===== config.mk =====
export PLATFORM = sky130hd
export DESIGN_NAME = aais_ram
export DESIGN_NICKNAME = d
export VERILOG_FILES = /design/src/rtl/core/aais_ram.sv
export SDC_FILE = /design/constraint.sdc
export NUM_CORES = 2
export LEC_CHECK = 0
export BUFFER_PORTS_ARGS = -buffer_cell sky130_fd_sc_hd__buf_4
export CAP_MARGIN = 20
export CORE_MARGIN = 1.5
export CORE_UTILIZATION = 50
export DETAILED_ROUTE_END_ITERATION = 8
export MAX_ROUTING_LAYER = met4
export PLACE_DENSITY = 0.66
export SYNTH_ARGS = -nofsm -noshare
export SYNTH_HDL_FRONTEND = slang
export SYNTH_SLANG_ARGS = --single-unit

===== constraint.sdc =====
create_clock -name clk -period 4.1 [get_ports clk]
set_input_delay 0.205 -clock clk [delete_from_list [all_inputs] [get_ports clk]]
set_output_delay 0.205 -clock clk [all_outputs]
set_load 0.01 [all_outputs]

===== src/rtl/core/aais_ram.sv =====
// Generic simple dual-port RAM with one write port and a registered read port.
// No dependencies.
`timescale 1ns / 1ps

module aais_ram #(
  parameter int WIDTH = 32,
  parameter int DEPTH = 128,
  localparam int AW = (DEPTH > 1) ? $clog2(DEPTH) : 1
) (
  input  logic             clk,
  input  logic             we,
  input  logic [AW-1:0]    waddr,
  input  logic [WIDTH-1:0] wdata,
  input  logic [AW-1:0]    raddr,
  output logic [WIDTH-1:0] rdata
);

  logic [WIDTH-1:0] mem [DEPTH];

  always_ff @(posedge clk) begin
    if (we) begin
      mem[waddr] <= wdata;
    end
    rdata <= mem[raddr];
  end

endmodule


### After elaboration in Yosys (flattened, before gate mapping)

Memory sizes are Yosys's and may differ from the RTL's. A register that Yosys moved wholly into a read port is not among the register bits.
Index checks and enable logic that the tools add are counted.

* flip-flop bits (word level): 0
* RAM bits: 4096
* input port bits: 48
* output and inout port bits: 32
* word-level logic and storage cells: 3
* memories kept: 1

* mux-type cells: 2

Memories
* mem: words 128, width 32, rd ports 1, clocked after memory_dff 1, write ports 1, line 18 `logic [WIDTH-1:0] mem [DEPTH];`

Operators by type and width (number)
* 2-to-1 mux 1 bit: 2

### Logic depth before layout (Yosys ltp)

* depth in word-level cells: 2
* gate-level depth with buffers: 8
* mapped depth without buffers: 4

### Worst setup path after synthesis

OpenSTA, ideal clock, no wires.

* path type: input to register
* from: input port we
* to: memory mem[98][0], enable pin
* library setup time: 0.461 ns
* arrival time: 2.983 ns
* required time: 3.639 ns
* slack: 0.656 ns
* stages: 3
* path buffers: 1
* cells stage by stage: clkbuf_1 nand4_1 nor3_1

* word-level cells in the longest chain between the ends: 2

RTL lines
* start, declared: line 11 `input logic we,`
* 2-to-1 mux 1 bit: line 21 `if (we) begin`
* 2-to-1 mux 1 bit (not written as such): line 22 `mem[waddr] <= wdata;`
* end, declared: line 18

Every way passes these cells.

### Worst setup path in the final report

* from: input port waddr[6]
* to: memory mem[92][5], enable pin

RTL lines
* start, declared: line 12 `input logic [AW-1:0] waddr,`

Straight into the memory's write port.

==> results.py <==
metrics = {
    "worst_setup_path": {
        "cp-end-kind": "register",
        "required_ps": 4650,
        "startpoint_type": "primary input",
        "arrival_ps": 3450,
        "path_class": "in -> reg",
        "cp_max_fo": 25,
    },
    "cells_and_area": {
        "syn2layout_area_growth_pct": 14.62,
        "fin_util_pct": 57.52,
        "finalNetCount": 6591,
        "layout-drive-gt1-share_pct": 36.47,
        "most-common-layout-cells": "edfxtp_1 (4096), mux4_2 (1344), clkbuf_16 (403)",
        "fin_cells": 11054,
        "layout_commonest_cell": "edfxtp_1",
        "fin_area_sq_um": 179100,
    },
    "route": {
        "ant_nets": 0,
        "vias": 72042,
        "drc_errors": 0,
        "post_drt_wl_per_cell_um": 37.40,
        "dr.pass1.iters": 7,
        "drt-vias-per-instance": 6.517,
        "routed_wl_um": 413500,
        "drt_iter0_drc": 10827,
    },
    "synth": {
        "synthesis.area_sq_um": 156300,
        "synth.avg_cell_area_sq_um": 26.09,
        "synthDistinctLibCells": 17,
        "syn_nets": 6038,
        "ys_warn_count": 0,
        "yosys.area.top_type": "edfxtp_1",
        "synth_cells": 5990,
        "ys_seq_elements": 4128,
        "synth_area_leaders": "edfxtp_1 (79%), mux4_2 (19%), clkbuf_1 (0.44%)",
        "ys_seq_area_share_pct": 79.12,
        "synth_top_area_share_pct": 78.71,
    },
    "timing": {
        "relSlewSlack_pct": 20.64,
        "hold_slack_ps": 53.11,
        "fin_tns_setup_ps": 0,
        "min_period_over_period_pct": 70.62,
        "maxSlewViolCount": 0,
        "rsz0062_at_grt": "false",
        "fin_crit_ps": 2895,
        "setup_slack_ps": 1205,
        "hold_violations": 0,
        "setup_violations": 0,
        "tightestPinTransition_ps": 1190,
        "fin_worst_skew_ps": 88.75,
        "clock.fmax_ghz": 0.3454,
    },
    "clocking": {
        "worstSkewPairLatency_ps": 990,
        "cts_tree": "done",
        "cts.path.max_buffers": 4,
        "clk_pin_slew_ps": 60,
        "clock-sinks": 4128,
        "cts_buffers": 401,
        "htree_levels": 5,
        "cts_root_buffer": "clkbuf_16",
        "cts_setup_buffers": 0,
        "cts_resized": 0,
        "cts_hold_buf": 34,
    },
    "grt": {
        "antenna_found_initial": 53,
        "grt_pass1_vias": 71907,
        "grt_pass1_wl_um": 572800,
        "track_usage_pct": 27.12,
        "grt-ovfl-total": 0,
        "grt_max_degree": 99,
    },
    "pwr": {
        "power_frac_seq_pct": 53.1,
        "leakagePower_nw": 55.02,
        "pwr-share-comb_pct": 5.4,
        "p_switching_mw": 19.01,
        "intPower_mw": 69.30,
        "clkPwrFrac_pct": 41.6,
        "power.total_mw": 88.31,
        "switching_share_pct": 21.53,
        "ir_drop_mv": 0.3776,
        "pwr_density_cell_nw_per_um2": 493.0,
    },
    "run_status": {
        "outcome": "complete, no violations",
    },
    "placement": {
        "dp.cells": 10236,
        "dpl_cell_area_sq_um": 165400,
        "dp_hpwl_um": 233800,
        "post-place-ws_ps": 559.3,
        "gp_congestion": 0.8520,
        "portBuffers": 79,
    },
    "floorplan": {
        "dieArea_sq_um": 315900,
        "die_height_um": 562.1,
        "row_count": 205,
        "die_w_um": 562.1,
        "start_util_pct": 50.19,
        "io_pins": 80,
        "coreArea_sq_um": 311400,
    },
    "run": {
        "cap_violations": 0,
    },
    "worst_hold_path": {
        "hp-class": "in -> reg",
    },
}
layer usage:
layer / vias to the layer above / part of all wire (%) / global-route usage [%]
li1: 27574 / - / -
met1: 39688 / 38 / 37.71
met2: 4210 / 48 / 41.62
met3: 570 / 10 / 4.639
met4: 0 / 3.4 / 8.435
met5: - / 0 / -
synthesized netlist by cell type:
master	number
buf_1	50
edfxtp_1	4096
nand2b_1	2
dfxtp_1	32
nand2_1	14
mux2_2	32
buf_6	2
nand3_1	12
mux4_2	1344
buf_4	3
nand4_1	3
nor2b_1	7
nor2_1	122
buf_2	79
or3_1	1
nor3_1	9
clkbuf_1	182
worst paths after layout:
kind	depth (start not counted)	to	slack, ps	from
worst min register to register	4	rdata[30]$_DFF_P_	1110	mem[100][30]$_DFFE_PP_
worst max-delay path	6	mem[92][5]$_DFFE_PP_	1200	waddr[6]
worst min-delay path	2	mem[121][23]$_DFFE_PP_	50	wdata[23]
worst max register to register	4	rdata[29]$_DFF_P_	1440	mem[122][29]$_DFFE_PP_
sequential cells by signal, indices dropped and copies added, names as in the netlist:
signal / cells
mem: 4096
rdata: 32
power by group through the flow:
stage / logic [mW] / registers [mW] / clock network (mW)
2_1_floorplan: 2.25 / 47.6 / 0
3_3_place_gp: 4.60 / 47.8 / 0
3_5_place_dp: 4.68 / 47.8 / 0
4_1_cts: 4.72 / 46.9 / 37.1
5_1_grt: 4.89 / 46.8 / 38.7
6_report: 4.73 / 46.9 / 36.7
critical path, stage by stage:
cell and delay [ps]:
dlygate4sd3_1 630, buf_4 220, nor2b_1 300, nand3_1 840
nor2_4 630, buf_4 590
cell families after synthesis:
family | count (synthesis) | share of synthesized area [%]
multiplexers | 1376 | 19.60
buffers and inverters | 316 | 0.8391
flip-flops | 4128 | 79.12
AND/OR/NAND/NOR | 170 | 0.4460
area by class of cell:
type | count | area, sq um
flip-flops and latches | 4128 | 123600
repair buffers | 466 | 4838
clock buffers | 483 | 10450
clock inverters | 253 | 2628
diodes | 38 | 95.09
well taps | 4140 | 5180
multi-input cells | 1546 | 32290
fillers | 21744 | 132300
(Power assumes the default switching activity.)
