`config.mk`:
```
export PLATFORM = sky130hd
export DESIGN_NAME = aais_mac
export DESIGN_NICKNAME = d
export VERILOG_FILES = /design/src/rtl/core/aais_pkg.sv /design/src/rtl/core/aais_mac.sv
export SDC_FILE = /design/constraint.sdc
export NUM_CORES = 1
export LEC_CHECK = 0
export ABC_AREA = 1
export BUFFER_PORTS_ARGS = -buffer_cell sky130_fd_sc_hd__buf_4
export CORE_MARGIN = 5
export CORE_UTILIZATION = 35
export CTS_CLUSTER_DIAMETER = 60
export DETAILED_ROUTE_END_ITERATION = 10
export PLACE_DENSITY = 0.57
export SKIP_CTS_REPAIR_TIMING = 1
export SLEW_MARGIN = 20
export SYNTH_ARGS = -nofsm -noshare
export SYNTH_HDL_FRONTEND = slang
export SYNTH_SLANG_ARGS = --single-unit
```
`constraint.sdc`:
```
create_clock -name clk -period 15.75 [get_ports clk]
set_input_delay 3.15 -clock clk [delete_from_list [all_inputs] [get_ports clk]]
set_output_delay 3.15 -clock clk [all_outputs]
set_load 0.05 [all_outputs]
```
`src/rtl/core/aais_pkg.sv`:
```
// Shared types and constants for the area-average image scaler.
// Used by the multiply-accumulate unit, the finish divider and the top level.
`timescale 1ns / 1ps

package aais_pkg;

  localparam int UNIT      = 4096;
  localparam int HALF_UNIT = 2048;
  localparam int CHAN_MAX  = 255;

  localparam int FRAC_W    = 13;
  localparam int STEP_W    = 24;
  localparam int CACC_W    = 29;
  localparam int AACC_W    = 21;
  localparam int PIX_W     = 32;
  localparam int CFG_IDX_W = 3;

  typedef logic [CFG_IDX_W-1:0] cfg_idx_t;

  localparam cfg_idx_t CFG_SRC_WIDTH  = 3'd0;
  localparam cfg_idx_t CFG_SRC_HEIGHT = 3'd1;
  localparam cfg_idx_t CFG_DST_WIDTH  = 3'd2;
  localparam cfg_idx_t CFG_DST_HEIGHT = 3'd3;
  localparam cfg_idx_t CFG_X_STEP     = 3'd4;
  localparam cfg_idx_t CFG_Y_STEP     = 3'd5;

  typedef logic [CACC_W-1:0] cacc_t;
  typedef logic [AACC_W-1:0] aacc_t;

  typedef struct packed {
    logic clear;
    logic start;
    logic clear_first;
  } mac_cmd_t;

  typedef struct packed {
    logic busy;
    logic done;
  } unit_status_t;

  typedef enum logic [4:0] {
    ST_IDLE,
    ST_REQ,
    ST_V_INIT,
    ST_V_WALK,
    ST_V_TAIL,
    ST_V_LAST,
    ST_V_RD,
    ST_V_MAC,
    ST_V_MWAIT,
    ST_V_FWAIT,
    ST_H_INIT,
    ST_H_LOOP,
    ST_H_CHK,
    ST_H_MWAIT,
    ST_H_TAILRD,
    ST_H_MWAIT_EMIT,
    ST_H_FWAIT,
    ST_OUT
  } state_t;

endpackage

```
`src/rtl/core/aais_mac.sv`:
```
// Alpha-weighted multiply-accumulate unit: one shared 21x8 multiplier, five steps per add.
// Depends on aais_pkg.
`timescale 1ns / 1ps

module aais_mac (
  input  logic                               clk,
  input  logic                               rst,
  input  aais_pkg::mac_cmd_t                 cmd,
  input  logic [aais_pkg::PIX_W-1:0]         px,
  input  logic [aais_pkg::FRAC_W-1:0]        weight,
  output aais_pkg::unit_status_t             status,
  output logic [2:0][aais_pkg::CACC_W-1:0]   acc_c,
  output aais_pkg::aacc_t                    acc_a
);
  import aais_pkg::*;

  logic [PIX_W-1:0]  px_r;
  logic [FRAC_W-1:0] w_r;
  logic [AACC_W-1:0] wa;
  logic [CACC_W-1:0] prod;
  logic [2:0]        step;
  logic              busy;
  logic              done;

  logic [AACC_W-1:0] mul_a;
  logic [7:0]        mul_b;
  logic [CACC_W-1:0] mul_p;

  always_comb begin
    case (step)
      3'd0: begin
        mul_a = AACC_W'(w_r);
        mul_b = px_r[31:24];
      end
      3'd1: begin
        mul_a = prod[AACC_W-1:0];
        mul_b = px_r[7:0];
      end
      3'd2: begin
        mul_a = wa;
        mul_b = px_r[15:8];
      end
      3'd3: begin
        mul_a = wa;
        mul_b = px_r[23:16];
      end
      default: begin
        mul_a = wa;
        mul_b = 8'd0;
      end
    endcase
  end

  assign mul_p = {{(CACC_W-AACC_W){1'b0}}, mul_a} * {{(CACC_W-8){1'b0}}, mul_b};

  always_ff @(posedge clk) begin
    if (rst) begin
      busy  <= 1'b0;
      done  <= 1'b0;
      step  <= 3'd0;
      acc_c <= {3{CACC_W'(HALF_UNIT)}};
      acc_a <= AACC_W'(HALF_UNIT);
    end else begin
      done <= 1'b0;
      if (cmd.clear || (cmd.start && cmd.clear_first)) begin
        acc_c <= {3{CACC_W'(HALF_UNIT)}};
        acc_a <= AACC_W'(HALF_UNIT);
      end
      if (cmd.start) begin
        px_r <= px;
        w_r  <= weight;
        step <= 3'd0;
        busy <= 1'b1;
      end else if (busy) begin
        case (step)
          3'd0: begin
            prod <= mul_p;
            step <= 3'd1;
          end
          3'd1: begin
            wa   <= prod[AACC_W-1:0];
            prod <= mul_p;
            step <= 3'd2;
          end
          3'd2: begin
            acc_c[0] <= acc_c[0] + prod;
            prod     <= mul_p;
            step     <= 3'd3;
          end
          3'd3: begin
            acc_c[1] <= acc_c[1] + prod;
            prod     <= mul_p;
            step     <= 3'd4;
          end
          3'd4: begin
            acc_c[2] <= acc_c[2] + prod;
            acc_a    <= acc_a + wa;
            busy     <= 1'b0;
            done     <= 1'b1;
          end
          default: begin
            busy <= 1'b0;
          end
        endcase
      end
    end
  end

  assign status = '{busy: busy, done: done};

endmodule

```
# Word level (Yosys, flattened, before mapping)
# Cells that the tools add are included.
# op_classes
reduce_logical	11
n_mul	1
eq_ne	4
mux	17
addsub	4
bitwise	3
# op_table
operator	count
2-to-1 mux 87 bit	3
adder 29 bit	3
2-to-1 mux 29 bit	3
2-to-1 mux 21 bit	4
one-hot mux 21 bit (2 select lines)	1
one-hot mux 8 bit (4 select lines)	1
multiplier 21 x 8 -> 29 bit	1
adder 21 bit	1
one-hot mux 3 bit (4 select lines)	1
AND reduction 4 bit	2
== test 3 x 2 -> 1 bit (second input constant)	2
2-to-1 mux 1 bit	4
AND reduction 2 bit	2
nonzero test 4 bit	1
OR reduction 4 bit	1
== test 3 x 1 -> 1 bit (second input constant)	1
== test 3 bit (second input constant)	1
logical NOT 3 bit	1
NOT 1 bit	3
OR reduction 3 bit	1
OR reduction 2 bit	1
logical AND 1 bit	1
logical OR 1 bit	1
# word_totals
wordCells	51
ff_bits	208
output_inout_bits	110

# Depth between registers and ports, before layout
# Gate-level depths: netlist of run 1.
# logic_depth
depth_word	6
ltp_mapped	26

# Worst setup path before layout of run 1
# No wires, ideal clock.
# synth_path
kind	in2reg
startpoint	in rst
endpoint	reg acc_c[15] in the netlist's numbering
t_arrival_ps	5947
path_slack_ps	9721
n_path_buf	1
t_required_ps	15669
setup_ps	81
path_stages	4
cell_sequence	buf_2 nor2_1 inv_1 o21ai_0
# synth_lines
item	line_no	rtl
start: declaration	aais_mac.sv:7	input logic rst,
end signal: assignment	aais_mac.sv:61	acc_c <= {3{CACC_W'(HALF_UNIT)}};
end signal: assignment	aais_mac.sv:66	acc_c <= {3{CACC_W'(HALF_UNIT)}};
end: declaration	aais_mac.sv:12	output logic [2:0][aais_pkg::CACC_W-1:0] acc_c,

# Final worst setup path of run 1
# layout_path
startpoint	reg step[2]
endpoint	reg prod[28] (data pin)
# layout_via
elab_chain_cells	3
# layout_rtl
item	line_no	rtl
start: declaration	aais_mac.sv:21	logic [2:0] step;
start signal: assignment	aais_mac.sv:60	step <= 3'd0;
start signal: assignment	aais_mac.sv:72	step <= 3'd0;
start signal: assignment	aais_mac.sv:78	step <= 3'd1;
== test 3 x 2 -> 1 bit (tied with other cells)	aais_mac.sv:30	case (step)
one-hot mux 8 bit (4 select lines) or one-hot mux 21 bit (2 select lines) (tied branches)	aais_mac.sv:30	
multiplier 21 x 8 -> 29 bit (*)	aais_mac.sv:54	assign mul_p = {{(CACC_W-AACC_W){1'b0}}, mul_a} * {{(CACC_W-8){1'b0}}, mul_b};
named net mul_p[28]	aais_mac.sv:27	logic [CACC_W-1:0] mul_p;
end signal: assignment	aais_mac.sv:77	prod <= mul_p;
end signal: assignment	aais_mac.sv:82	prod <= mul_p;
end signal: assignment	aais_mac.sv:87	prod <= mul_p;
end: declaration	aais_mac.sv:20	logic [CACC_W-1:0] prod;
# Mark *: on every way through the listed nets, which the timed path passes. The rest lies on a longest branch.
# A chain may end at the register's enable or synchronous reset.

==> impl_results.md, run 1 <==
- Status: complete, no violations
- Highest clock rate: roughly 160 MHz
- Clock power frac: a little under a quarter
- Syn_area_per_cell: between 6 and 7 µm²
- Peak VDD IR: 0.109 mV
- Die Y: 252 µm
- Post-synth EDFFs: between 90 and 100
- Reg power frac: between 20% and 30%
- Diodes inserted: 0
- Sequential area share after synthesis: between 20 and 25%
- Worst EP required: approximately 16 ns
- Ys async rst share: 0%
- Startpoint types: flop
- Switching part of the total: 47.1%
- Total gr overflow: 0
- Avg Vias per Cell: 4.97
- Die area: approximately 0.064 mm²
- Placeable Area: 0.0579 mm²
- Antenna violations before repair: 0
- TritonCTS clock tree: done
- Fin. max-slew vios: 0
- Syn Nets: roughly 3,400
- Worst Max-Slew Pin Slew: roughly 0.97 ns
- Rel. slew slack: 35.0%
- # setup viols final: 0
- Num CTS Buffers: 30
- Layout fillers: between 6,000 and 7,000
- Crit path kind: reg -> reg
- Fin nets: ~3,500
- Clock Sinks: ~210
- WL per Instance: ~18 µm
- Mapped cell area: 0.0205 mm²
- I/O Buffers: about 160
- Post-synth top area share: between 10% and 20%
- Max-cap violations: 0
- Via count: approximately 20,000
- Dpl hpwl: approximately 57,000 µm
- Logic gate share of total power: between 50% and 60%
- Non-filler cells, final: 3,995
- Yosys reg bits: 208
- Antenna Violating Nets Remaining: 0
- Worst-case clock skew: around 0.075 ns
- Sw power: between 1 and 1.5 mW
- Area after DPL: around 0.023 mm²
- Layout cells sized above 1: under 10%
- CTS H-tree depth: 1
- DRC viols: 0
- CTS max path bufs: 3
- WL final: between 70,000 and 80,000 µm
- Worst Hold Class: reg -> reg
- Vias in the first global route: approximately 19,000
- Post-route setup TNS: 0 ns
- Crit path capture type: flop
- Leak Pwr: roughly 13 nW
- Period utilization: approximately two fifths
- Largest net degree at the start of global routing: 67
- Most common cell in the netlist: nand2_1
- I/O Pins: 160
- Worst skew pair latency: 0.64 ns
- TritonRoute pass-1 iters: 6
- Placed insts: slightly below 4,000
- Routability cong.: around 0.93
- Int Power: between 1.5 and 2 mW
- YS warnings: 0
- RSZ-0062 raised after global routing: false
- Starting Density: a little over a third
- Die W: 252 µm
- Rows: just under 90
- Cell accounting for the most synthesized area: nand2_1
- Data arrival, critical path: between 6 and 7 ns
- Post-Syn Instances: just over 3,000
- First-pass GRT wire length: between 100,000 and 150,000 µm
- Power per cell area: around 130 mW/mm²
- Final Instance Area: between 0.02 and 0.025 mm²
- Post-synth top cells: nand2_1, inv_1, nor2_1, nand3_1, a21oi_1
- Crit path max fanout: 32
- Clk root buf: clkbuf_16
- Primary FF master, synth: dfxtp_1
- Hold Vio Cnt, Final: 0
- Post-synth cell types: 41
- Synth-to-Final Area Change: 15.0%
- Clk pin slew, worst setup/hold paths: about 0.060 ns
- Synth area leaders: nand2_1, edfxtp_1, fa_1, dfxtp_1, inv_1
- Gr usage total: a little over a fifth
- Minimum clock period: 6.29 ns
- Detailed Route Iter0 Violations: approximately 1,500
- Layout Utilization: between 40% and 50%
[cell type report]
| class | instances | area [µm²] | area share (%) |
|---|---|---|---|
| multi-input combinational | 2200 | 12900 | 54.9 |
| clock inverter | 25 | 285 | 1.21 |
| timing repair buffer | 175 | 1310 | 5.57 |
| tap | 765 | 957 | 4.06 |
| inverter | 591 | 2220 | 9.41 |
| sequential | 208 | 5110 | 21.7 |
| clock buffer | 31 | 754 | 3.20 |
[power by group through the flow]
stage | registers (mW) | clock network, mW | logic [mW]
2_1_floorplan | 0.699 | 0 | 1.19
3_3_place_gp | 0.780 | 0 | 1.60
3_5_place_dp | 0.778 | 0 | 1.61
4_1_cts | 0.767 | 0.720 | 1.62
5_1_grt | 0.769 | 0.741 | 1.83
6_report | 0.773 | 0.705 | 1.62
[placed cells by master, fill, tap and decap left out, types with 18 or more instances in the layout]
| cell | count |
|---|---|
| o21ai_0 | 106 |
| nand2_1 | 847 |
| nand4_1 | 26 |
| buf_4 | 175 |
| fa_1 | 118 |
| inv_1 | 584 |
| nor3_1 | 18 |
| nand3_1 | 230 |
| edfxtp_1 | 95 |
| nor2_1 | 345 |
| clkbuf_16 | 30 |
| dfxtp_1 | 113 |
| ha_1 | 153 |
| xor2_1 | 22 |
| a21oi_1 | 217 |
[state kept, by name (all words and copies together), names as in the netlist]
| signal | count |
|---|---|
| wa | 21 |
| step | 3 |
| acc_c | 87 |
| acc_a | 21 |
| px_r | 32 |
| done | 1 |
| w_r | 13 |
| busy | 1 |
| prod | 29 |
[final timing paths]
path | startpoint | to | slack, ns | cells after the start
max | step[2] | prod[28] | 9.46 | 21
min | acc_c[8] | acc_c[8] | 0.51 | 2
max reg2reg | step[2] | prod[28] | 9.46 | 21
min reg2reg | acc_c[8] | acc_c[8] | 0.51 | 2
[worst max-delay path, cell delays in order, from the launching register on]
cell      delay [ns]
dfxtp_1         0.38
inv_2           0.34
nand3_1         0.12
buf_4           0.27
nand2_1         0.12
inv_1           0.28
a21oi_1         0.69
nor2_1          0.16
fa_1            0.54
fa_1            0.53
fa_1            0.51
inv_1           0.05
fa_1            0.47
inv_1           0.05
ha_1            0.36
nand2_1         0.11
nor2_1          0.22
nand4_1         0.12
o21ai_0         0.38
nand3_1         0.17
nand3b_1        0.12
nand2_1         0.05
[logic make-up (layout without fill, tap and decap cells)]
kind of cell               Yosys count  after routing  synth area share (%)
and+or+nand+nor                   1496           1496                  29.6
buffers and inverters              647            822                  12.2
xor gates and xnor gates            37             37                  1.58
AOI/OAI and AO/OA                  396            396                  10.9
DFF                                208            208                  24.9
adders and majority gates          271            271                  20.8
[per-stage QoR]
| step | setup slack [ns] | power, mW | hold slack (ns) |
|---|---|---|---|
| after floorplan | 9.72 | 1.89 | 0.504 |
| after global placement | 9.57 | 2.38 | 0.501 |
| after detailed placement | 9.54 | 2.39 | 0.507 |
| after CTS | 9.49 | 3.10 | 0.513 |
| after global routing | 8.96 | 3.34 | 0.538 |
| final | 9.46 | 3.10 | 0.511 |
[layer usage]
layer  global-route usage [%]  up-vias  wire length [µm]
met4                     6.42        0              2300
li1                         -     9933                 -
met5                        0        -                 0
met2                     34.6      673             31400
met3                     4.82      110              6380
met1                     30.4     9138             31700
No activity file was read; power rests on OpenSTA's default activity.
==> run 2, diff against run 1 <==
--- a/config.mk
+++ b/config.mk
@@ -11,7 +11,7 @@
 export CORE_UTILIZATION = 35
 export CTS_CLUSTER_DIAMETER = 60
 export DETAILED_ROUTE_END_ITERATION = 10
-export PLACE_DENSITY = 0.57
+export PLACE_DENSITY = 0.59
 export SKIP_CTS_REPAIR_TIMING = 1
 export SLEW_MARGIN = 20
 export SYNTH_ARGS = -nofsm -noshare
==> constraint.sdc (replaced) <==
create_clock -name clk -period 5.15 [get_ports clk]
set_input_delay 1.03 -clock clk [delete_from_list [all_inputs] [get_ports clk]]
set_output_delay 1.03 -clock clk [all_outputs]
set_load 0.05 [all_outputs]
==> run 2 against run 1 <==
  * Non-clock buffer count grew 181
  * Count of clock-buffer cells in the layout grew 10
  * Clock power grew to 3.5 times the previous value
  * Critical endpoint is now prod[21]
  * Via count grew 4.0%
  * Critical path type unchanged
  * First-iteration DRC count shrank 8.3%
  * Maximum frequency grew 26%
  * Sequential share of layout area shrank 1.7 points
  * Global-route usage grew 0.71 points
==> impl_results.md, run 2 (synthesized netlist as in run 1, its figures left out) <==
- Worst EP required: 5.47 ns (-10.68 ns)
- Hold Crit Start: acc_c[0]
- Area after DPL: 0.0238 mm² (+5.6%)
- Leading cell types in the layout, fill and taps excluded: nand2_1, inv_1, nor2_1, buf_4, nand3_1
- Worst Max-Slew Pin Slew: 1.05 ns (+0.0721 ns)
- Via count: 20,700 (+4.0%)
- Critical Path Most Common Cell: nand2_1
- Placeable Area: 0.0579 mm² (unchanged)
- Worst skew pair latency: 0.57 ns (-0.07 ns)
- Hold Vio Cnt, Final: 0 (unchanged)
- Fin nets: 3,713 (+5.3%)
- TritonRoute pass-1 iters: 6 (unchanged)
- Worst Setup SP: step[0]
- Top delay family on crit path: adder cells
- Gr usage total: 22.7% (+0.71 points)
- Starting Density: 35.4% (unchanged)
- Reg2reg path depth: 22 (+4.8%)
- Detailed Route Iter0 Violations: 1,402 (-8.3%)
- Largest Register: acc_c
- Max-cap violations: 0 (unchanged)
- # setup viols final: 0 (unchanged)
- Number of buffers and inverters on the critical path: 4 (-1)
- Dpl hpwl: 60,100 µm (+5.6%)
- R2R Path End: prod[21]
- Fin worst setup slack: 0.162 ns (-9.30 ns)
- Worst Hold Class: reg -> reg
- Worst-case clock skew: 0.0209 ns (-0.0543 ns)
- Critical path's slowest cell: fa_1
- Die area: 0.0636 mm² (unchanged)
- Antenna Violating Nets Remaining: 0 (unchanged)
- Avg Vias per Cell: 4.93 (-0.75%)
- Layout fillers: 6,007 (-3.9%)
- Crit path capture type: flop
- Fin. max-slew vios: 0 (unchanged)
- Hold Worst Slack: 0.491 ns (-0.0195 ns)
- Dpl ws: -0.0716 ns (-9.61 ns)
- First-pass GRT wire length: 112,000 µm (+2.5%)
- Commonest non-fill, non-tap cell in the layout: nand2_1
- Highest clock rate: 200 MHz (+26%)
- Vias in the first global route: 19,300 (+2.6%)
- Worst R2R Start: step[0]
- Clk root buf: clkbuf_16
- Hold-critical path depth: 2 (unchanged)
- Post-route setup TNS: 0 ns (unchanged)
- WHS Endpoint: acc_c[0]
- Peak VDD IR: 0.420 mV (+290%)
- Period utilization: 96.9% (+57 points)
- WL final: 75,500 µm (+5.1%)
- I/O Pins: 160 (unchanged)
- Total gr overflow: 0 (unchanged)
- Crit path kind: reg -> reg
- CP peak stage delay: 0.54 ns (-0.15 ns)
- Largest register FFs: 87 (unchanged)
- Pwr Total: 11.9 mW (+280%)
- Antenna violations before repair: 2 (+2)
- DRC viols: 0 (unchanged)
- Final Instance Area: 0.0256 mm² (+8.5%)
- I/O Buffers: 159 (unchanged)
- Status: complete, no violations
- Rows: 88 (unchanged)
- Clk pin slew, worst setup/hold paths: 0.06 ns (about the same)
- Minimum clock period: 4.99 ns (-1.30 ns)
- Data arrival, critical path: 5.31 ns (-1.38 ns)
- Largest registers: acc_c x87, px_r x32, prod x29
- Die W: 252 µm (unchanged)
- Largest net degree at the start of global routing: 63 (-6.0%)
- Die Y: 252 µm (unchanged)
- Crit-path cells: nor2_4, buf_2, buf_4, nand3_1, o21ai_1, a21oi_2, nor2_1, fa_1, fa_1, fa_1, fa_1, ha_4, nand2_1, nor2_1, inv_1, nor3_2, buf_4, nand2_1, nand2_1, nand2_1, nand2_1, xor2_1
- Startpoint types: flop
- CTS H-tree depth: 2 (+1)
- WL per Instance: 18.0 µm (+0.25%)
- Layout cells sized above 1: 15.3% (+7.1 points)
- Routability cong.: 0.967 (+3.9%)
- Non-filler cells, final: 4,187 (+4.8%)
- RSZ-0062 raised after global routing: true
- Placed insts: 4,100 (+4.1%)
- TritonCTS clock tree: done
- Reg2reg setup slack: 0.16 ns (-9.30 ns)
- Num CTS Buffers: 35 (+17%)
- Layout Utilization: 44.2% (+3.5 points)
- CTS max path bufs: 3 (unchanged)
- Crit path max fanout: 6 (-81%)
- Rel. slew slack: 30.2% (-4.8 points)
- Synth-to-Final Area Change: 24.8%
- Clock Sinks: 208 (unchanged)
- Power per cell area: 464 mW/mm² (+250%)
- Leak Pwr: 13.5 nW (+7.9%)
[run 2: cell count changes in the layout (fill, tap and decap cells not counted), sizes merged]
cell / change
buf: +179
bufinv: -1
clkbuf: +12
clkinv: -2
clkinvlp: +1
diode: +3
[run 2: how the worst max path moves through the flow]
stage	to	slack, ns	cells past startpoint
floorplan	prod[24]	0.07	22
finish	prod[21]	0.16	22
global route	prod[26]	-0.02	23
global placement	prod[20]	-0.05	20
CTS	prod[20]	-0.09	20
detailed placement	prod[20]	-0.07	20
[run 2: metal layers]
layer | up-vias | wire (µm) | GRT usage (%)
li1 | 10300 | - | -
met1 | 9572 | 33100 | 30.7
met2 | 662 | 34100 | 36.8
met3 | 111 | 5940 | 4.93
met4 | 0 | 2330 | 6.11
met5 | - | 0 | 0
[run 2: final cells by class]
cell class / instances / area (µm²) / share of cell area, %
sequential: 208 / 5120 / 20.0
timing repair buffer: 356 / 2810 / 11.0
inverter: 591 / 2220 / 8.68
antenna: 3 / 7.51 / 0.0293
clock inverter: 23 / 264 / 1.03
clock buffer: 41 / 941 / 3.68
tap: 765 / 957 / 3.74
multi-input combinational: 2200 / 13300 / 51.8
[run 2: power breakdown]
part | internal, mW | switching (mW) | leakage (nW) | total, mW
logic | 3.26 | 4.05 | 11.2 | 7.31
clock network | 1.46 | 0.993 | 0.566 | 2.45
registers | 2.03 | 0.0815 | 1.79 | 2.11
total | 6.74 | 5.13 | 13.5 | 11.9
[run 2: worst reg2reg max path, cell delays in order, from the launching register on]
cell and delay [ns]:
dfxtp_4 0.38, nor2_4 0.05, buf_2 0.16, buf_4 0.15, nand3_1 0.13, o21ai_1 0.10, a21oi_2 0.37, nor2_1 0.13
fa_1 0.51, fa_1 0.49, fa_1 0.54, fa_1 0.45, ha_4 0.32, nand2_1 0.09, nor2_1 0.11, inv_1 0.08
nor3_2 0.23, buf_4 0.16, nand2_1 0.05, nand2_1 0.07, nand2_1 0.05, nand2_1 0.06, xor2_1 0.06
