==> src/rtl/core/aais_pkg.sv <==
// Shared types and constants for the area-average image scaler.
// Used by the multiply-accumulate unit, the finish divider and the top level.
`timescale 1ns / 1ps

package aais_pkg;

  localparam int UNIT      = 4096;
  localparam int HALF_UNIT = 2048;
  localparam int CHAN_MAX  = 255;

  localparam int FRAC_W    = 13;
  localparam int STEP_W    = 24;
  localparam int CACC_W    = 29;
  localparam int AACC_W    = 21;
  localparam int PIX_W     = 32;
  localparam int CFG_IDX_W = 3;

  typedef logic [CFG_IDX_W-1:0] cfg_idx_t;

  localparam cfg_idx_t CFG_SRC_WIDTH  = 3'd0;
  localparam cfg_idx_t CFG_SRC_HEIGHT = 3'd1;
  localparam cfg_idx_t CFG_DST_WIDTH  = 3'd2;
  localparam cfg_idx_t CFG_DST_HEIGHT = 3'd3;
  localparam cfg_idx_t CFG_X_STEP     = 3'd4;
  localparam cfg_idx_t CFG_Y_STEP     = 3'd5;

  typedef logic [CACC_W-1:0] cacc_t;
  typedef logic [AACC_W-1:0] aacc_t;

  typedef struct packed {
    logic clear;
    logic start;
    logic clear_first;
  } mac_cmd_t;

  typedef struct packed {
    logic busy;
    logic done;
  } unit_status_t;

  typedef enum logic [4:0] {
    ST_IDLE,
    ST_REQ,
    ST_V_INIT,
    ST_V_WALK,
    ST_V_TAIL,
    ST_V_LAST,
    ST_V_RD,
    ST_V_MAC,
    ST_V_MWAIT,
    ST_V_FWAIT,
    ST_H_INIT,
    ST_H_LOOP,
    ST_H_CHK,
    ST_H_MWAIT,
    ST_H_TAILRD,
    ST_H_MWAIT_EMIT,
    ST_H_FWAIT,
    ST_OUT
  } state_t;

endpackage

==> src/rtl/core/aais_finish.sv <==
// Finish unit: divides each colour sum by the alpha sum, one quotient bit per cycle, saturated.
// Depends on aais_pkg.
`timescale 1ns / 1ps

module aais_finish (
  input  logic                              clk,
  input  logic                              rst,
  input  logic                              start,
  input  logic [2:0][aais_pkg::CACC_W-1:0]  c,
  input  aais_pkg::aacc_t                   a,
  output aais_pkg::unit_status_t            status,
  output logic [aais_pkg::PIX_W-1:0]        px
);
  import aais_pkg::*;

  logic [2:0][CACC_W-1:0] ca;
  logic [AACC_W-1:0]      a_r;
  logic [CACC_W-1:0]      rem;
  logic [CACC_W-1:0]      dsh;
  logic [7:0]             q;
  logic [2:0][7:0]        qv;
  logic [1:0]             k;
  logic [2:0]             bcnt;
  logic                   load;
  logic                   busy;
  logic                   done;

  logic [CACC_W-1:0] cur;
  logic              sat;
  logic              qbit;
  logic [CACC_W-1:0] rem_n;
  logic [7:0]        q_n;
  logic [7:0]        qk_fin;
  logic [7:0]        alpha8;
  logic              last_bit;

  always_comb begin
    cur      = ca[k];
    sat      = cur >= {a_r, 8'd0};
    qbit     = rem >= dsh;
    rem_n    = qbit ? rem - dsh : rem;
    q_n      = {q[6:0], qbit};
    last_bit = (bcnt == 3'd0);
    qk_fin   = load ? 8'(CHAN_MAX) : q_n;
    alpha8   = a_r[20] ? 8'(CHAN_MAX) : a_r[19:12];
  end

  always_ff @(posedge clk) begin
    if (rst) begin
      busy <= 1'b0;
      done <= 1'b0;
      load <= 1'b0;
      k    <= 2'd0;
      bcnt <= 3'd0;
    end else begin
      done <= 1'b0;
      if (start) begin
        if (a == '0) begin
          px   <= '0;
          done <= 1'b1;
        end else begin
          ca   <= c;
          a_r  <= a;
          k    <= 2'd0;
          load <= 1'b1;
          busy <= 1'b1;
        end
      end else if (busy) begin
        if (load && !sat) begin
          rem  <= cur;
          dsh  <= CACC_W'({a_r, 7'd0});
          q    <= 8'd0;
          bcnt <= 3'd7;
          load <= 1'b0;
        end else if (load || last_bit) begin
          qv[k] <= qk_fin;
          if (k == 2'd2) begin
            px   <= {alpha8, qk_fin, qv[1], qv[0]};
            busy <= 1'b0;
            done <= 1'b1;
          end else begin
            k <= k + 2'd1;
          end
          load <= 1'b1;
        end else begin
          rem  <= rem_n;
          dsh  <= dsh >> 1;
          q    <= q_n;
          bcnt <= bcnt - 3'd1;
        end
      end
    end
  end

  assign status = '{busy: busy, done: done};

endmodule

==> config.mk <==
export PLATFORM = sky130hd
export DESIGN_NAME = aais_finish
export DESIGN_NICKNAME = d
export VERILOG_FILES = /design/src/rtl/core/aais_pkg.sv /design/src/rtl/core/aais_finish.sv
export SDC_FILE = /design/constraint.sdc
export NUM_CORES = 1
export LEC_CHECK = 0
export BUFFER_PORTS_ARGS = -buffer_cell sky130_fd_sc_hd__buf_4
export CORE_ASPECT_RATIO = 0.8
export CORE_UTILIZATION = 60
export CTS_BUF_LIST = sky130_fd_sc_hd__clkbuf_8
export DETAILED_ROUTE_END_ITERATION = 6
export PLACE_DENSITY_LB_ADDON = 0.1
export SETUP_SLACK_MARGIN = 0.4
export SLEW_MARGIN = 20
export SYNTH_ARGS = -nofsm -noshare
export SYNTH_HDL_FRONTEND = slang
export SYNTH_SLANG_ARGS = --single-unit
==> constraint.sdc <==
create_clock -name clk -period 8.2 [get_ports clk]
set_input_delay 0.82 -clock clk [delete_from_list [all_inputs] [get_ports clk]]
set_output_delay 0.82 -clock clk [all_outputs]
set_load 0.02 [all_outputs]
Yosys cells after proc, flatten, opt, wreduce, memory -nomap -nowiden
Cells that the tools add are included.
{"block": "totals", "reg_bits": 236, "output_inout_bits": 34, "wordCells": 96}
{"block": "op_classes", "n_addsub": 3, "magnitude_cmp": 4, "eq_ne": 6, "n_mux": 43, "bitwise_logic": 4, "reduce_logical": 19}
{"op": "$mux 32", "count": 6}
{"op": "$mux 29", "count": 4}
{"op": "$bmux 29 s2", "count": 1}
{"op": "$mux 28", "count": 2}
{"op": "$ge 29x28->1", "count": 1}
{"op": "$ge 29x29->1", "count": 1}
{"op": "$sub 29x28->29", "count": 1}
{"op": "$bwmux 24", "count": 1}
{"op": "$mux 8", "count": 3}
{"op": "$logic_not 21->1", "count": 1}
{"op": "$demux 8 s2", "count": 1}
{"op": "$mux 1", "count": 16}
{"op": "$reduce_and 5->1", "count": 3}
{"op": "$mux 2", "count": 6}
{"op": "$reduce_and 3->1", "count": 3}
{"op": "$ne 2x2->1 const B", "count": 4}
{"op": "$reduce_bool 2->1", "count": 4}
{"op": "$mux 7", "count": 1}
{"op": "$mux 3", "count": 2}
{"op": "$reduce_and 6->1", "count": 1}
{"op": "$not 1->1", "count": 4}
{"op": "$reduce_and 4->1", "count": 1}
{"op": "$logic_not 3->1", "count": 1}
{"op": "$lt 2x3->1 const B", "count": 1}
{"op": "9 further kinds", "count": 10}

Depth between registers and ports, before layout
Gate-level depths: netlist of the first run.
{"block": "depth", "ltp_word": 8, "mapped_depth": 17, "mapped_depth_nobuf": 12}

Least setup slack after synthesis of the first run
OpenSTA, ideal clock, no wires.
{"block": "synth_timing", "path_kind": "input -> register", "startpoint": "input a[7]", "endpoint": "register a_r[0] (enable)", "arrival_ps": 5691, "required_time_ps": 7624, "slack_ps": 1932, "stages": 5, "n_path_buf": 0, "cell_sequence": "nor4_1 > nand4_1 > nor4_1 > nand2b_1 > nor2_1"}
{"block": "synth_via", "elab_chain_cells": 3}
{"element": "start: declaration", "line_no": "aais_finish.sv:10", "text": "input aais_pkg::aacc_t a,"}
{"element": "$logic_not 21->1", "line_no": "aais_finish.sv:58", "text": "if (a == '0) begin"}
{"element": "$not 1->1 (no source line)"}
{"element": "$reduce_and 3->1 (no source line)"}
{"element": "end signal: assignment", "line_no": "aais_finish.sv:63", "text": "a_r <= a;"}
{"element": "end: declaration", "line_no": "aais_finish.sv:17", "text": "logic [AACC_W-1:0] a_r;"}
No other way between the ends.
A chain may end at the register's enable or synchronous reset.

Final worst setup path of the first run
{"block": "layout_timing", "startpoint": "register k[1]", "endpoint": "register px[5] (netlist name) (enable)"}
{"block": "layout_via", "elab_chain_cells": 7, "elab_cells_between_ends": 9, "cone_classes": "order compare (1); eq/ne (2); mux (2); reduce/logical (4)"}
{"element": "start: declaration", "line_no": "aais_finish.sv:22", "text": "logic [1:0] k;"}
{"element": "start signal: assignment", "line_no": "aais_finish.sv:82", "text": "k <= k + 2'd1;"}
{"element": "$bmux 29 s2", "line_no": "aais_finish.sv:38", "text": "cur = ca[k];"}
{"element": "$mux 29 (not written as such)", "line_no": "aais_finish.sv:38"}
{"element": "$ge 29x29->1", "line_no": "aais_finish.sv:39", "text": "sat = cur >= {a_r, 8'd0};"}
{"element": "$logic_not 1->1", "line_no": "aais_finish.sv:69", "text": "if (load && !sat) begin"}
{"element": "$logic_and 1x1->1", "line_no": "aais_finish.sv:69"}
{"element": "$ne 2x2->1 (no source line)"}
{"element": "$reduce_and 6->1 (no source line) *"}
{"element": "end signal: assignment", "line_no": "aais_finish.sv:78", "text": "px <= {alpha8, qk_fin, qv[1], qv[0]};"}
{"element": "end: declaration", "line_no": "aais_finish.sv:12", "text": "output logic [aais_pkg::PIX_W-1:0] px"}
Mark *: on every way between the ends. The rest lies on a longest branch, timed or not. The select of a mux whose other input is x is not followed.

==> flow_summary.toml, run 1 <==
[clocking]
cts-buffers-inserted = 36
cts_setup_buffers = 0
tritoncts = "done"
postCtsResizedCells = 0
worst_setup_hold_path_clk_slew_ps = 70
ctsRootBufferMaster = "sky130_fd_sc_hd__clkbuf_8"
h-tree-depth = 2
post_cts_hold_buffer_count = 0
insertion_delay_ps = 520
cts_max_path_buffers = 3
clock_sinks = 228

[power_and_ir_drop]
vdd_ir_drop_max_mv = 0.180
power_leakage_nw = 4.89
power_per_standard_cell_area_mw_per_mm2 = 192

[drt]
detail_route.drc_violations = 1
detail_route.iter0.violations = 681
routed_wire_length_per_instance_um = 19.7
total_vias_in_the_final_route = 7320
detail_route.wirelength_um = 25200
routed_via_density = 5.72
dr.pass1.iters = 7
ant_nets = 0

[yosys]
synth_enable_flop_cells = 220
number_of_warnings_reported_in_the_yosys_synthesis_log = 0
yosysSeqAreaShare = 0.624
synth_area_leader = "sky130_fd_sc_hd__edfxtp_1"
synthesis.nets = 1039
synth.area.top_cells = "sky130_fd_sc_hd__edfxtp_1 61%, sky130_fd_sc_hd__ha_1 6.2%, sky130_fd_sc_hd__mux2i_1 3.0%"
syn-instance-count = 873
async_reset_ff_frac = 0
top_flip_flop_cell_by_instance_count_after_synthesis = "sky130_fd_sc_hd__edfxtp_1"
post_synthesis_cell_area_sq_mm = 0.0108
synth.distinct_cells = 64
yosys.cell_count.top_type = "sky130_fd_sc_hd__edfxtp_1"
syn_area_per_cell_sq_um = 12.4
ys_seq_elements = 228
yosys.area.top_type_share = 0.609
post_synth_most_frequent_cells = "220 x sky130_fd_sc_hd__edfxtp_1, 78 x sky130_fd_sc_hd__nand2_1, 60 x sky130_fd_sc_hd__inv_1"

[placed_design]
routabilityCongestion = 0.925
placedInstanceArea_sq_mm = 0.0121
place.port_buffers = 144
detailedPlacementHpwl_um = 18200
place_worst_setup_slack_ps = 3370

[cells_and_area]
fin_util = 0.727
layout-drive-gt1-share = 0.209
fin_nets = 1195
area_delta_synth_final_pct = 17.2
total_inserted_antenna_cells = 0
final.fill_count = 1244
stdcell_area_sq_mm = 0.0127

[global_routing]
grt_pass1_wl_um = 38100
global_route.overflow_total = 0
number_of_global_route_vias_before_repair = 7014
grt_antenna_before_repair = 0
groute.usage.overall = 0.275
grt_max_degree = 77

[worst_setup_path]
timing.critical_path.mode_cell = "sky130_fd_sc_hd__buf_4"
path_max_fanout = 37
critical_path.endpoint_type = "flip-flop"
critical-path-slowest-cell = "sky130_fd_sc_hd__nand2_2"
worst-setup-path-type = "flip-flop to flip-flop"
critical_path.top_delay_family = "simple AND/OR/NAND/NOR gates"
critical_path_arrival_ps = 4840
cp_num_buf_inv = 2
cp_cell_sequence = "buf_4 > mux2i_1 > o21ai_0 > ha_1 > nand4_1 > or4_1 > nor4_1 > and4_1 > o31ai_1 > nand2_2 > a32oi_1 > nor2_2 > buf_4"
critical-path-max-stage-delay_ps = 620
worstPathRequired_ps = 8370
timing.critical_path.from_type = "flip-flop"

[sta]
tns_ps = 0
fmax_ghz = 0.214
setup_viol = 0
tightest_slew_ps = 940
period_needed_ps = 4680
worst_setup_slack_final_ps = 3520
max_clock_skew_ps = 18.9
rsz0062_at_grt = "no"
post-route-period-util = 0.570
timing_hold_violations_final = 0
timing_max_transition_violations_final = 0
maxSlewHeadroom = 0.368

[floorplanning]
top_level_ports = 145
die_width_um = 152
num_rows = 43
die_height_um = 122
start_util = 0.620
core_area_sq_mm = 0.0175
die-area_sq_mm = 0.0186

[hold_path]
holdCritPathClass = "input pin to flip-flop"

[outcome]
outcome = "complete, but fails checks"
violations = "DRC"

[run]
drv_cap = 0
[layout by cell type (no fill, tap or decap), drive strengths merged, types with 9 or more instances in the layout]
cell type,Yosys,routed
edfxtp,220,220
buf,16,152
nand2,79,79
inv,61,79
o21ai,75,75
a21oi,55,55
ha,54,54
nor2,52,52
clkbuf,18,36
mux2i,32,32
nor2b,31,31
xnor2,18,18
a21o,11,11
a211oi,9,9
and2,9,9
[metal layers]
| metal | wire length, um | global-route usage |
|---|---|---|
| met5 | 0 | 0 |
| met4 | 658 | 0.100 |
| met3 | 2260 | 0.0611 |
| met2 | 10500 | 0.393 |
| met1 | 11700 | 0.414 |
[metrics by stage]
stage | std cells | hold WS [ps] | total power [mW]
finish | 1279 | 476 | 2.44
global route | 1279 | 454 | 2.53
CTS | 1279 | 452 | 2.45
detailed placement | 1216 | 478 | 1.63
global placement | 1216 | 466 | 1.62
floorplan | 873 | 453 | 1.53
[worst register-to-register path, stage by stage (launching register included)]
cell and delay [ps]:
sky130_fd_sc_hd__dfxtp_2 350, sky130_fd_sc_hd__buf_4 460, sky130_fd_sc_hd__mux2i_1 250, sky130_fd_sc_hd__o21ai_0 140, sky130_fd_sc_hd__ha_1 350, sky130_fd_sc_hd__nand4_1 140
sky130_fd_sc_hd__or4_1 580, sky130_fd_sc_hd__nor4_1 280, sky130_fd_sc_hd__and4_1 250, sky130_fd_sc_hd__o31ai_1 90, sky130_fd_sc_hd__nand2_2 620, sky130_fd_sc_hd__a32oi_1 310
sky130_fd_sc_hd__nor2_2 140, sky130_fd_sc_hd__buf_4 370
[final cells by class]
class	count	area, sq um	area share
tap	225	282	0.0222
timing repair buffer	152	1140	0.0898
sequential	228	6770	0.533
multi-input combinational	550	3680	0.289
clock inverter	27	115	0.00906
inverter	61	229	0.0180
clock buffer	36	495	0.0390
[kinds of logic (layout without fill, tap and decap cells)]
family	after synthesis	count (layout)	share of synthesized area
muxes	36	36	0.0337
buffers and inverters	95	276	0.0395
adders and majority gates	55	55	0.0641
AOI/OAI and AO/OA	198	198	0.111
DFF	228	228	0.624
xor gates and xnor gates	24	24	0.0194
and+or+nand+nor	237	237	0.108
[where the power goes]
group	switching [mW]	internal, mW
clock	0.427	0.411
sequential	0.0194	1.34
combinational	0.149	0.101
[sequential cells by signal, indices dropped and copies added, names as in the netlist, 2 cells and up]
| register | flops |
|---|---|
| ca | 87 |
| px | 32 |
| rem | 29 |
| dsh | 28 |
| a_r | 21 |
| qv | 16 |
| q | 7 |
| bcnt | 3 |
| k | 2 |
[path summary, 6_finish.rpt]
check        cells after the start              endpoint  slack [ps]            startpoint
max reg2reg                     13   px[5]$_SDFFCE_PP0P_        3520     k[1]$_SDFFE_PP0P_
min                              1      ca[26]$_DFFE_PP_         480                 c[26]
min reg2reg                      2  bcnt[2]$_SDFFE_PP0P_         490  bcnt[2]$_SDFFE_PP0P_
max                             13   px[5]$_SDFFCE_PP0P_        3520     k[1]$_SDFFE_PP0P_
Note: power is estimated with default switching activity, not from simulation.
==> run 2, diff against run 1 <==
--- a/config.mk
+++ b/config.mk
@@ -5,6 +5,7 @@
 export SDC_FILE = /design/constraint.sdc
 export NUM_CORES = 1
 export LEC_CHECK = 0
+export ABC_AREA = 1
 export BUFFER_PORTS_ARGS = -buffer_cell sky130_fd_sc_hd__buf_4
 export CORE_ASPECT_RATIO = 0.8
 export CORE_UTILIZATION = 60
==> constraint.sdc (replaced) <==
create_clock -name clk -period 4.35 [get_ports clk]
set_input_delay 0.435 -clock clk [delete_from_list [all_inputs] [get_ports clk]]
set_output_delay 0.435 -clock clk [all_outputs]
set_load 0.02 [all_outputs]
==> flow_summary.toml, run 2 <==
[sta]
tns_ps = 0
timing_hold_violations_final = 0
maxSlewHeadroom = 0.541
setup_viol = 0
hold_slack_ps = 93.7
period_needed_ps = 3690
post-route-period-util = 0.849
rsz0062_at_grt = "no"
fmax_ghz = 0.271
max_clock_skew_ps = 19.4
timing_max_transition_violations_final = 0
tightest_slew_ps = 681

[hold_path]
holdCritPathClass = "input pin to flip-flop"
hp-start = "c[19]"
whs_path_depth = 1
timing.hold.worst_endpoint = "ca[19]$_DFFE_PP_"

[power_and_ir_drop]
internal_power_mw = 3.69
seqPwrFrac = 0.510
power_leakage_nw = 5.74
gate_power_share = 0.158
power_per_standard_cell_area_mw_per_mm2 = 383
post_route_total_power_mw = 5.07
vdd_ir_drop_max_mv = 0.293
share_clk_of_total_power = 0.333
power_switching_share = 0.272
net-switching-power_mw = 1.38

[yosys]
post_synth_most_frequent_cells = "246 x sky130_fd_sc_hd__nand2_1, 220 x sky130_fd_sc_hd__edfxtp_1, 170 x sky130_fd_sc_hd__inv_1"
synthesis.nets = 1286
post_synthesis_cell_area_sq_mm = 0.0112
synth_enable_flop_cells = 220
syn_area_per_cell_sq_um = 10.0
syn-instance-count = 1120
synth.area.top_cells = "sky130_fd_sc_hd__edfxtp_1 59%, sky130_fd_sc_hd__nand2_1 8.2%, sky130_fd_sc_hd__ha_1 6.0%"
synth_area_leader = "sky130_fd_sc_hd__edfxtp_1"
yosys.area.top_type_share = 0.588
ys_seq_elements = 228
yosys.cell_count.top_type = "sky130_fd_sc_hd__nand2_1"
synth.distinct_cells = 41
yosysSeqAreaShare = 0.603
top_flip_flop_cell_by_instance_count_after_synthesis = "sky130_fd_sc_hd__edfxtp_1"
async_reset_ff_frac = 0
number_of_warnings_reported_in_the_yosys_synthesis_log = 0

[clocking]
insertion_delay_ps = 520
worst_setup_hold_path_clk_slew_ps = 60
post_cts_hold_buffer_count = 0
h-tree-depth = 2
tritoncts = "done"
cts_setup_buffers = 0
clock_sinks = 228
cts-buffers-inserted = 36
cts_max_path_buffers = 3
ctsRootBufferMaster = "sky130_fd_sc_hd__clkbuf_8"

[drt]
detail_route.drc_violations = 0
detail_route.wirelength_um = 25700
dr.pass1.iters = 5
total_vias_in_the_final_route = 8389
routed_wire_length_per_instance_um = 16.5
ant_nets = 0
routed_via_density = 5.38
detail_route.iter0.violations = 739

[placed_design]
detailedPlacementHpwl_um = 19000
place.port_buffers = 144
dpl.cell_count = 1498
routabilityCongestion = 0.945

[cells_and_area]
largest_register_ffs = 87
fin_nets = 1450
fin_util = 0.726
layout_common_cells = "246 x sky130_fd_sc_hd__nand2_1, 220 x sky130_fd_sc_hd__edfxtp_1, 177 x sky130_fd_sc_hd__inv_1, 153 x sky130_fd_sc_hd__buf_4, 97 x sky130_fd_sc_hd__o21ai_0"
layout_commonest_cell = "sky130_fd_sc_hd__nand2_1"
area_delta_synth_final_pct = 17.8
max_flop_register = "ca"
layout-drive-gt1-share = 0.171
layout_top_registers = "ca x87, px x32, rem x29"
final-instance-count-excl-fill = 1560
total_inserted_antenna_cells = 0

[worst_setup_path]
critical_path.endpoint_type = "flip-flop"
timing.critical_path.from_type = "flip-flop"
critical_path_arrival_ps = 3870
startpoint_of_the_lowest_slack_register_to_register_path = "k[1]$_SDFFE_PP0P_"
r2r_slack_ps = 660
worst-setup-path-type = "flip-flop to flip-flop"
ff2ff_path_depth = 17
worstPathRequired_ps = 4520
timing.rr.end = "rem[6]$_DFFE_PP_"
path_max_fanout = 29

[floorplanning]
start_util = 0.616
die_width_um = 155
die-area_sq_mm = 0.0193
num_rows = 44
die_height_um = 124
top_level_ports = 145
core_area_sq_mm = 0.0182

[global_routing]
number_of_global_route_vias_before_repair = 7999
grt_max_degree = 109
groute.usage.overall = 0.273
global_route.overflow_total = 0
grt_pass1_wl_um = 40700
grt_antenna_before_repair = 0

[outcome]
outcome = "complete, no violations"

[run]
drv_cap = 0
-- run 2: cell count changes after synthesis, sizes merged, moves of 10 or more --
| cell | previous run | this run |
|---|---|---|
| a21oi | 55 | 65 |
| nand3 | 5 | 32 |
| mux2i | 32 | 0 |
| inv | 61 | 173 |
| nor2 | 52 | 102 |
| nand2 | 79 | 247 |
| o21ai | 75 | 105 |
| nor2b | 31 | 0 |
-- run 2: logic make-up (layout without fill, tap and decap cells) --
group                      Yosys count  after routing  share of synthesized area
and+or+nand+nor                    417            417                      0.152
adders and majority gates           55             55                     0.0620
AOI/OAI and AO/OA                  194            194                     0.0925
xor gates and xnor gates            21             21                     0.0164
DFF                                228            228                      0.603
buffers and inverters              205            392                     0.0743
-- run 2: metal layers --
layer  GRT usage  part of all wire  vias up
met5           0                 0        -
met4      0.0769             0.017        0
met3      0.0553             0.093       38
met2       0.374              0.41      391
met1       0.436              0.48     3864
li1            -                 -     4096
-- run 2: power groups by stage --
stage          Combinational, mW  Clock (mW)  Sequential, mW
3_5_place_dp               0.774           0            2.63
5_1_grt                    0.893        1.81            2.59
3_3_place_gp               0.750           0            2.62
6_report                   0.799        1.69            2.58
4_1_cts                    0.781        1.71            2.58
2_1_floorplan              0.524           0            2.61
-- run 2: final cells by class --
cell class,instances,area [sq um]
sequential,228,6770
fill,1318,4990
multi-input combinational,687,3640
timing repair buffer,156,1190
inverter,174,659
clock buffer,38,523
tap,253,317
clock inverter,23,126
timing repair inverter,1,5.00
-- run 2: per-stage QoR --
| stage | worst slack [ps] | cell area, sq um |
|---|---|---|
| finish | 657 | 13200 |
| global route | 386 | 13200 |
| CTS | 566 | 13200 |
| detailed placement | 425 | 12600 |
| global placement | 517 | 12600 |
| floorplan | 725 | 11200 |
-- run 2: how the worst max path moves through the flow --
stage                            startpoint                end  slack, ps
final                     k[1]$_SDFFE_PP0P_   rem[6]$_DFFE_PP_        660
after global routing      k[1]$_SDFFE_PP0P_  rem[24]$_DFFE_PP_        390
after CTS                 k[0]$_SDFFE_PP0P_   rem[9]$_DFFE_PP_        570
after detailed placement  k[0]$_SDFFE_PP0P_   rem[0]$_DFFE_PP_        430
after global placement    k[0]$_SDFFE_PP0P_   rem[5]$_DFFE_PP_        520
after floorplan           k[0]$_SDFFE_PP0P_   rem[0]$_DFFE_PP_        720
-- run 2: critical path, stage by stage, from the launching register on --
cell and delay (ps):
sky130_fd_sc_hd__dfxtp_1 480, sky130_fd_sc_hd__clkinvlp_4 260, sky130_fd_sc_hd__nor2_2 150, sky130_fd_sc_hd__buf_4 230
sky130_fd_sc_hd__nand2_1 80, sky130_fd_sc_hd__o21ai_0 230, sky130_fd_sc_hd__ha_1 360, sky130_fd_sc_hd__nand2_1 70
sky130_fd_sc_hd__inv_1 50, sky130_fd_sc_hd__o21ai_0 60, sky130_fd_sc_hd__nand2_1 70, sky130_fd_sc_hd__nor2_1 120
sky130_fd_sc_hd__nand2_1 70, sky130_fd_sc_hd__nor2_1 180, sky130_fd_sc_hd__nand3_2 160, sky130_fd_sc_hd__buf_4 260
sky130_fd_sc_hd__a21oi_2 190, sky130_fd_sc_hd__buf_6 300
-- run 2: timing repair --
item	CTS	global route
pin swaps	0	0
setup endpoints to repair	1	105
resized for setup	1	6
gates cloned	0	1
==> run 3, diff against run 2 <==
--- a/config.mk
+++ b/config.mk
@@ -5,7 +5,7 @@
 export SDC_FILE = /design/constraint.sdc
 export NUM_CORES = 1
 export LEC_CHECK = 0
-export ABC_AREA = 1
+export ABC_AREA = 0
 export BUFFER_PORTS_ARGS = -buffer_cell sky130_fd_sc_hd__buf_4
 export CORE_ASPECT_RATIO = 0.8
 export CORE_UTILIZATION = 60
==> constraint.sdc (replaced) <==
create_clock -name clk -period 3.6 [get_ports clk]
set_input_delay 0.36 -clock clk [delete_from_list [all_inputs] [get_ports clk]]
set_output_delay 0.36 -clock clk [all_outputs]
set_load 0.02 [all_outputs]
==> flow_summary.toml, run 3 (synthesis results as in run 1) <==
[outcome]
outcome = "complete, but fails checks"
violations = "DRC, setup timing"

[worst_setup_path]
worst-setup-path-type = "flip-flop to flip-flop"
worstPathRequired_ps = 3830
critical_path_arrival_ps = 3970
path_max_fanout = 29
r2r_slack_ps = -140
critical_path.endpoint_type = "flip-flop"
timing.critical_path.from_type = "flip-flop"

[cells_and_area]
layout_commonest_cell = "sky130_fd_sc_hd__edfxtp_1"
largest_register_ffs = 87
layout_top_registers = "ca x87, px x32, rem x29"
max_flop_register = "ca"
fin_nets = 1337
area_delta_synth_final_pct = 34.1
layout-drive-gt1-share = 0.263
final-instance-count-excl-fill = 1421
total_inserted_antenna_cells = 0
layout_common_cells = "220 x sky130_fd_sc_hd__edfxtp_1, 184 x sky130_fd_sc_hd__buf_4, 84 x sky130_fd_sc_hd__dlygate4sd3_1, 77 x sky130_fd_sc_hd__nand2_1, 70 x sky130_fd_sc_hd__inv_1"

[power_and_ir_drop]
internal_power_mw = 4.44
net-switching-power_mw = 1.64
power_per_standard_cell_area_mw_per_mm2 = 418
vdd_ir_drop_max_mv = 0.361
seqPwrFrac = 0.510
power_leakage_nw = 5.69
share_clk_of_total_power = 0.349
post_route_total_power_mw = 6.08
gate_power_share = 0.141
power_switching_share = 0.270

[sta]
max_clock_skew_ps = 35.3
setup_viol = 127
timing_hold_violations_final = 0
period_needed_ps = 3740
tightest_slew_ps = 1050
fmax_ghz = 0.267
worst_setup_slack_final_ps = -141
rsz0062_at_grt = "yes"
post-route-period-util = 1.04
timing_max_transition_violations_final = 0
maxSlewHeadroom = 0.290

[placed_design]
dpl.cell_count = 1244
place.port_buffers = 144
routabilityCongestion = 0.930
detailedPlacementHpwl_um = 18500

[clocking]
insertion_delay_ps = 570
ctsRootBufferMaster = "sky130_fd_sc_hd__clkbuf_8"
clock_sinks = 228
worst_setup_hold_path_clk_slew_ps = 70
tritoncts = "done"
h-tree-depth = 2
cts-buffers-inserted = 37
cts_max_path_buffers = 3

[floorplanning]
die-area_sq_mm = 0.0186
die_width_um = 152
core_area_sq_mm = 0.0175
top_level_ports = 145
start_util = 0.620
num_rows = 43
die_height_um = 122

[drt]
dr.pass1.iters = 7
routed_via_density = 6.32
detail_route.drc_violations = 5
total_vias_in_the_final_route = 8983
routed_wire_length_per_instance_um = 25.2
detail_route.wirelength_um = 35800
detail_route.iter0.violations = 1149
ant_nets = 0

[global_routing]
groute.layer.met2.usage = 0.568
global_route.overflow_total = 0
grt_antenna_before_repair = 0
busiest_layer = "met2"
grt.met3_usage = 0.0692
met1_usage = 0.468
grt_pass1_wl_um = 48300
number_of_global_route_vias_before_repair = 8537
grt_max_degree = 98
groute.usage.overall = 0.350

[hold_path]
holdCritPathClass = "input pin to flip-flop"

[run]
drv_cap = 0
## run 3: changes by cell type in the layout (fill, tap and decap cells not counted), sizes merged, moves of 10 or more
cell	before	now
nand2	247	79
inv	181	73
dlygate4sd3	0	84
buf	156	205
nor2	102	53
mux2i	0	32
nor2b	0	31
o21ai	105	75
nand3	32	5
a21oi	65	55
## run 3: final timing paths
| check | startpoint | cells after the start | to |
|---|---|---|---|
| max | k[1]$_SDFFE_PP0P_ | 15 | rem[8]$_DFFE_PP_ |
| min | a[6] | 1 | a_r[6]$_DFFE_PP_ |
| max reg2reg | k[1]$_SDFFE_PP0P_ | 15 | rem[8]$_DFFE_PP_ |
| min reg2reg | bcnt[1]$_SDFFE_PP0P_ | 2 | bcnt[1]$_SDFFE_PP0P_ |
## run 3: what timing repair did
| item | 4_1_cts | 5_1_grt |
|---|---|---|
| cloned | 7 | 0 |
| setup buffers | 21 | 1 |
| hold endpoints to repair | 69 | 15 |
| hold buffers | 69 | 15 |
| pin swaps | 14 | 7 |
| resized for setup | 46 | 18 |
| setup endpoints to repair | 181 | 183 |
## run 3: final cells by class
| class | instances | area [sq um] |
|---|---|---|
| fill | 804 | 2940 |
| clock buffer | 38 | 523 |
| clock inverter | 26 | 126 |
| timing repair buffer | 292 | 2710 |
| tap | 225 | 282 |
| sequential | 228 | 6770 |
| multi-input combinational | 551 | 3900 |
| inverter | 61 | 229 |
## run 3: critical path, cell delays in order, from the launching register on
cell	delay, ps
sky130_fd_sc_hd__dfxtp_4	410
sky130_fd_sc_hd__buf_12	170
sky130_fd_sc_hd__mux2i_1	230
sky130_fd_sc_hd__o21ai_1	140
sky130_fd_sc_hd__ha_1	370
sky130_fd_sc_hd__a21oi_1	200
sky130_fd_sc_hd__o21ai_0	210
sky130_fd_sc_hd__nand2_1	160
sky130_fd_sc_hd__nand4_1	150
sky130_fd_sc_hd__o31a_2	420
sky130_fd_sc_hd__nor3_4	190
sky130_fd_sc_hd__buf_6	140
sky130_fd_sc_hd__buf_4	120
sky130_fd_sc_hd__a31oi_4	40
sky130_fd_sc_hd__nor3_4	220
sky130_fd_sc_hd__buf_12	240
## run 3: stage by stage
stage	instance area (sq um)	TNS (ps)	setup WS [ps]	utilization	hold WS (ps)
final	14500	-9200	-141	0.832	4.49
after global routing	14500	-20580	-284	0.832	-1.44
after CTS	14300	0	174	0.818	0.0748
after detailed placement	12400	-6970	-220	0.712	479
after global placement	12400	-1420	-46.5	0.712	463
after floorplan	11000	-8130	-141	-	453
## run 3: power groups by stage
stage,sequential [mW],combinational (mW),clock (mW)
2_1_floorplan,3.12,0.368,0
3_3_place_gp,3.14,0.596,0
3_5_place_dp,3.14,0.612,0
4_1_cts,3.09,0.754,2.03
5_1_grt,3.11,0.900,2.22
6_report,3.10,0.860,2.12
## run 3: per-layer routing
| layer | part of all wire | vias up |
|---|---|---|
| met3 | 0.11 | 144 |
| met5 | 0 | - |
| met2 | 0.47 | 737 |
| met1 | 0.37 | 4272 |
| li1 | - | 3830 |
| met4 | 0.044 | 0 |
